$ cat src/rtl/sdm_pkg.sv
`timescale 1ns / 1ps
package sdm_pkg;

   // configuration port
   localparam int CFG_DATA_W = 17;
   localparam int CSR_IDX_W  = 2;

   typedef enum logic [CSR_IDX_W-1:0] {
      CSR_LEFT_DELAY  = 2'd0,
      CSR_RIGHT_DELAY = 2'd1,
      CSR_WET_MIX     = 2'd2
   } csr_index_type;

   // wet fraction is Q0.16; unity needs the 17th bit
   localparam int                    MIX_FRAC_BITS = 16;
   localparam logic [CFG_DATA_W-1:0] MIX_ONE       = 17'h10000;

   // control bits of one item between the ring and the mixer
   typedef struct packed {
      logic valid;
      logic wet;
      logic zero_delay;
   } stage_ctl_type;

endpackage

$ cat src/rtl/sdm_mix.sv
`timescale 1ns / 1ps
module sdm_mix #(
   parameter int SAMPLE_BITS = 24
) (
   input  logic                                  clock,
   input  logic                                  reset,
   input  sdm_pkg::stage_ctl_type                tap_ctl,
   input  logic signed [SAMPLE_BITS-1:0]         tap_dry,
   input  logic signed [SAMPLE_BITS-1:0]         tap_delayed,
   output logic                                  tap_take,
   input  logic [sdm_pkg::CFG_DATA_W-1:0]        wet_mix,
   output logic                                  out_valid,
   input  logic                                  out_ready,
   output logic signed [SAMPLE_BITS-1:0]         out_sample,
   output logic                                  out_wet
);
   import sdm_pkg::*;

   localparam int PRW = SAMPLE_BITS + CFG_DATA_W + 1;
   localparam logic signed [PRW-1:0] SAT_HI = PRW'((64'sd1 <<< (SAMPLE_BITS - 1)) - 64'sd1);
   localparam logic signed [PRW-1:0] SAT_LO = -SAT_HI - PRW'(1);

   logic                          v2_ff;
   logic                          wet2_ff;
   logic signed [SAMPLE_BITS-1:0] dry2_ff;
   logic signed [PRW-1:0]         pa_ff;
   logic signed [PRW-1:0]         pb_ff;
   logic                          v3_ff;
   logic                          wet3_ff;
   logic signed [SAMPLE_BITS-1:0] y3_ff;

   logic                          ready2;
   logic                          ready3;
   logic [CFG_DATA_W-1:0]         dry_mix;
   logic signed [PRW-1:0]         pa_in;
   logic signed [PRW-1:0]         pb_in;
   logic signed [PRW-1:0]         sum;
   logic signed [SAMPLE_BITS-1:0] y3_in;

   assign ready3   = !v3_ff || out_ready;
   assign ready2   = !v2_ff || ready3;
   assign tap_take = ready2;

   assign dry_mix = MIX_ONE - wet_mix;
   assign pa_in   = PRW'(tap_delayed) * PRW'($signed({1'b0, wet_mix}));
   assign pb_in   = PRW'(tap_dry) * PRW'($signed({1'b0, dry_mix}));

   // floor of each Q16 product, then clamp to the sample range
   assign sum = (pa_ff >>> MIX_FRAC_BITS) + (pb_ff >>> MIX_FRAC_BITS);

   always_comb begin
      if (!wet2_ff) begin
         y3_in = dry2_ff;
      end else if (sum > SAT_HI) begin
         y3_in = SAMPLE_BITS'(SAT_HI);
      end else if (sum < SAT_LO) begin
         y3_in = SAMPLE_BITS'(SAT_LO);
      end else begin
         y3_in = SAMPLE_BITS'(sum);
      end
   end

   always_ff @(posedge clock) begin
      if (ready2 && tap_ctl.valid) begin
         wet2_ff <= tap_ctl.wet;
         dry2_ff <= tap_dry;
         pa_ff   <= pa_in;
         pb_ff   <= pb_in;
      end
      if (ready3 && v2_ff) begin
         wet3_ff <= wet2_ff;
         y3_ff   <= y3_in;
      end
   end

   always_ff @(posedge clock) begin
      if (reset) begin
         v2_ff <= 1'b0;
         v3_ff <= 1'b0;
      end else begin
         if (ready2) begin
            v2_ff <= tap_ctl.valid;
         end
         if (ready3) begin
            v3_ff <= v2_ff;
         end
      end
   end

   assign out_valid  = v3_ff;
   assign out_sample = y3_ff;
   assign out_wet    = wet3_ff;

   a_dry_passes: assert property (@(posedge clock) disable iff (reset)
      v2_ff && ready3 && !wet2_ff |=> y3_ff == $past(dry2_ff) && !wet3_ff)
      else $error("dry item altered by mixer");

   a_product_hold: assert property (@(posedge clock) disable iff (reset)
      v2_ff && !ready3 |=> v2_ff && $stable(pa_ff) && $stable(pb_ff))
      else $error("product stage changed while stalled");

   a_mix_unity: assert property (@(posedge clock) disable iff (reset)
      wet_mix <= MIX_ONE)
      else $error("wet fraction above unity reached mixer");

endmodule

$ cat config.mk
export PLATFORM = sky130hd
export DESIGN_NAME = sdm_mix
export DESIGN_NICKNAME = d
export VERILOG_FILES = /design/src/rtl/sdm_pkg.sv /design/src/rtl/sdm_mix.sv
export SDC_FILE = /design/constraint.sdc
export NUM_CORES = 2
export LEC_CHECK = 0
export ABC_CLOCK_PERIOD_IN_PS = 9100
export BUFFER_PORTS_ARGS = -buffer_cell sky130_fd_sc_hd__buf_2
export CAP_MARGIN = 10
export CORE_ASPECT_RATIO = 0.9
export CORE_UTILIZATION = 60
export CTS_BUF_LIST = sky130_fd_sc_hd__clkbuf_8 sky130_fd_sc_hd__clkbuf_16
export CTS_CLUSTER_SIZE = 30
export DETAILED_ROUTE_END_ITERATION = 6
export PLACE_DENSITY = 0.82
export RECOVER_POWER = 25
export SYNTH_ARGS = -nofsm -noshare
export SYNTH_HDL_FRONTEND = slang
export SYNTH_SLANG_ARGS = --single-unit
$ cat constraint.sdc
create_clock -name clock -period 9.1 [get_ports clock]
set_input_delay 1.365 -clock clock [delete_from_list [all_inputs] [get_ports clock]]
set_output_delay 1.365 -clock clock [all_outputs]
set_load 0.02 [all_outputs]
==> flow_metrics.tcl <==
set metrics [dict create \
    status "finished, violations left" \
    violations "max-capacitance violations, max-slew violations" \
    drt_pass1_iterations 6 \
    worst_setup_path_start_kind "primary input" \
    num_rows 81 \
    slew_headroom -0.158 \
    slew_violations 26 \
    synth_top_cell_by_area "fa_1" \
    synth-seq-cells 104 \
    synth_area_per_cell_um2 9.47 \
    die_area_um2 56500 \
    hold_class "flop to flop" \
    ctsResizeCount 0 \
    dp_hpwl_um 62300 \
    synth.distinct_cells 67 \
    syn_inst 3516 \
    drive_gt1_frac 0.0607 \
    cts-root-buf "clkbuf_16" \
    path_max_fanout 13 \
    antenna_found_initial 3 \
    worst-path-buf-inv 7 \
    nNetsFinal 4666 \
    slowest_delay_ps 590 \
    drc 0 \
    first_iter_violations 1798 \
    synthArstFlopShare 0 \
    synth_fp_nets 4611 \
    vias_per_cell 5.56 \
    h-tree-depth 3 \
    synth_top_area_frac 0.480 \
    wl_um 77200 \
    grt_pass1_vias 25944 \
    synth_edf_count 102 \
    slowest_stage "fa_1" \
    numCtsBuffers 9 \
    fin_skew_ps 10.2 \
    cts.sink_count 104 \
    cp_top_family "adder cells" \
    yosysWarningCount 0 \
    cts.clk_slew.worst_paths_ps 90 \
    grt_pass1_wl_um 129000 \
    cts_buffer_depth 2 \
    worst-setup-path-type "primary input to flop" \
    hold_viol_final 0 \
    boundaryPins 98 \
    grt_overflow 0 \
    port-buffer-count 96 \
    cpMostUsedCell "fa_1" \
    grt_util_all_layers 0.293 \
    required_ps 9230 \
    place_congestion 0.931 \
    yosysSeqAreaShare 0.0932 \
    nFillCells 4264 \
    rsz0062_at_grt "no" \
    core-area_um2 54600 \
    insertion_delay_ps 370 \
    die_w_um 250 \
    ctsHoldBuffers 0 \
    worst_pin_slew_ps 1740 \
    timing.final.crit_share 0.961 \
    cts_tree "done" \
    tns_ps 0 \
    syn_area_um2 33300 \
    ant_nets 0 \
    worstSetupEndpointType "flop" \
    setup_violations 0 \
    grt_start_max_net_pins 78 \
    die_y_um 226 \
    routedWlPerCell_um 18.0 \
    synth_area_leaders "fa_1, inv_1, edfxtp_1" \
    routed-via-count 23809 \
    period_minus_slack_ps 8750 \
    ys.flop_type "edfxtp_1" \
    syn2layout_area_growth_pct 5.99 \
    postCtsSetupBuffers 0 \
    cap_violations 1 \
    arrival_ps 8870 \
    max_clock_freq_mhz 114 \
    start_util 0.610 \
]
per-stage QoR:
step	hold slack (ps)	worst slack, ps	utilization	cell area, um^2	std cells
detailed placement	509	29.9	0.641	35000	4265
global route	535	32.8	0.646	35300	4281
floorplan	478	503	-	33300	3516
CTS	519	372	0.647	35300	4281
finish	516	352	0.646	35300	4282
global placement	495	179	0.641	35000	4265
worst register-to-register path, cell delays in order (launching register included):
cell and delay (ps):
edfxtp_1 360, ha_1 220, inv_1 70, fa_1 400, nand2b_1 190, a21oi_1 380, o221ai_1 280, o21ai_1 530
a21oi_1 190, o21a_1 260, a31o_1 220, o21a_1 510, a221o_1 510
registers in the layout, indices dropped and copies added (netlist names):
name and flops:
wet2_ff 1, out_wet 1, out_valid 1, pb_ff 26
dry2_ff 24, v2_ff 1, pa_ff 26, out_sample 24
final timing paths:
kind         startpoint        endpoint  slack, ps  cells past startpoint
max          wet_mix[5]       pb_ff[35]        350                     29
min               v2_ff       out_valid        520                      2
max reg2reg   pb_ff[16]  out_sample[13]       4720                     12
min reg2reg       v2_ff       out_valid        520                      2
Yosys cell counts, drive strengths merged, types with 3 or more instances:
master  number
nand3       15
inv        896
and2       317
o21bai       9
a211o        5
nor2        52
buf         11
o21a        19
o21ai       32
nand2      512
clkbuf     135
o31ai        4
and3         9
xor2        28
or3          8
a221oi       3
nor3        16
a21boi       3
or2          6
nor2b       32
nand2b       9
a31o         7
a21o        31
nand4       13
or4          4
a211oi       8
fa         799
ha         225
and4         3
a21oi       61
nor4         7
a221o       25
edfxtp     102
nand3b       3
a31oi        6
xnor2       64
o211ai       9
final cells by class:
class / count / area (um^2) / share of cell area
clock inverters: 7 / 96.3 / 0.00273
flip-flops and latches: 104 / 3100 / 0.0879
well taps: 705 / 882 / 0.0250
repair buffers: 190 / 1260 / 0.0357
inverters: 896 / 3360 / 0.0953
diodes: 1 / 2.50 / 0.0000709
multi-input cells: 2370 / 26400 / 0.747
clock buffers: 9 / 225 / 0.00638
cell usage in the layout, fill, tap and decap left out, types with 7 or more instances in the layout:
master	n
inv_1	896
fa_1	799
nand2_1	512
and2_1	316
ha_1	225
edfxtp_1	102
buf_4	84
buf_2	67
a21oi_1	60
xnor2_1	57
nor2_1	52
nor2b_1	31
clkbuf_1	30
o21ai_0	29
a21o_1	29
xor2_1	24
a221o_1	23
o21a_1	19
nand3_1	15
nor3_1	13
nand4_1	13
o21bai_1	9
o211ai_1	9
nand2b_1	9
clkbuf_16	9
buf_12	9
or3_1	8
nor4_1	7
xnor2_2	7
and3_1	7
a211oi_1	7
cells by family after synthesis:
kind of cell | count (synthesis) | synth area share
buffers and inverters | 1042 | 0.118
adders and majority gates | 1024 | 0.565
xor gates and xnor gates | 92 | 0.0242
AOI/OAI and AO/OA | 245 | 0.0526
and+or+nand+nor | 1009 | 0.147
DFF | 104 | 0.0932
layer usage:
layer,wire length (um),global-route usage,vias to the layer above,share of wire
li1,-,-,10475,-
met1,30100,0.380,12208,0.39
met2,38200,0.503,936,0.49
met3,6370,0.0521,188,0.082
met4,2560,0.0928,2,0.033
met5,13,0,-,0.00017
Power is left out: the tool's default activity adds up to more than one toggle a clock period on the data nets, which glitch-free logic cannot reach.
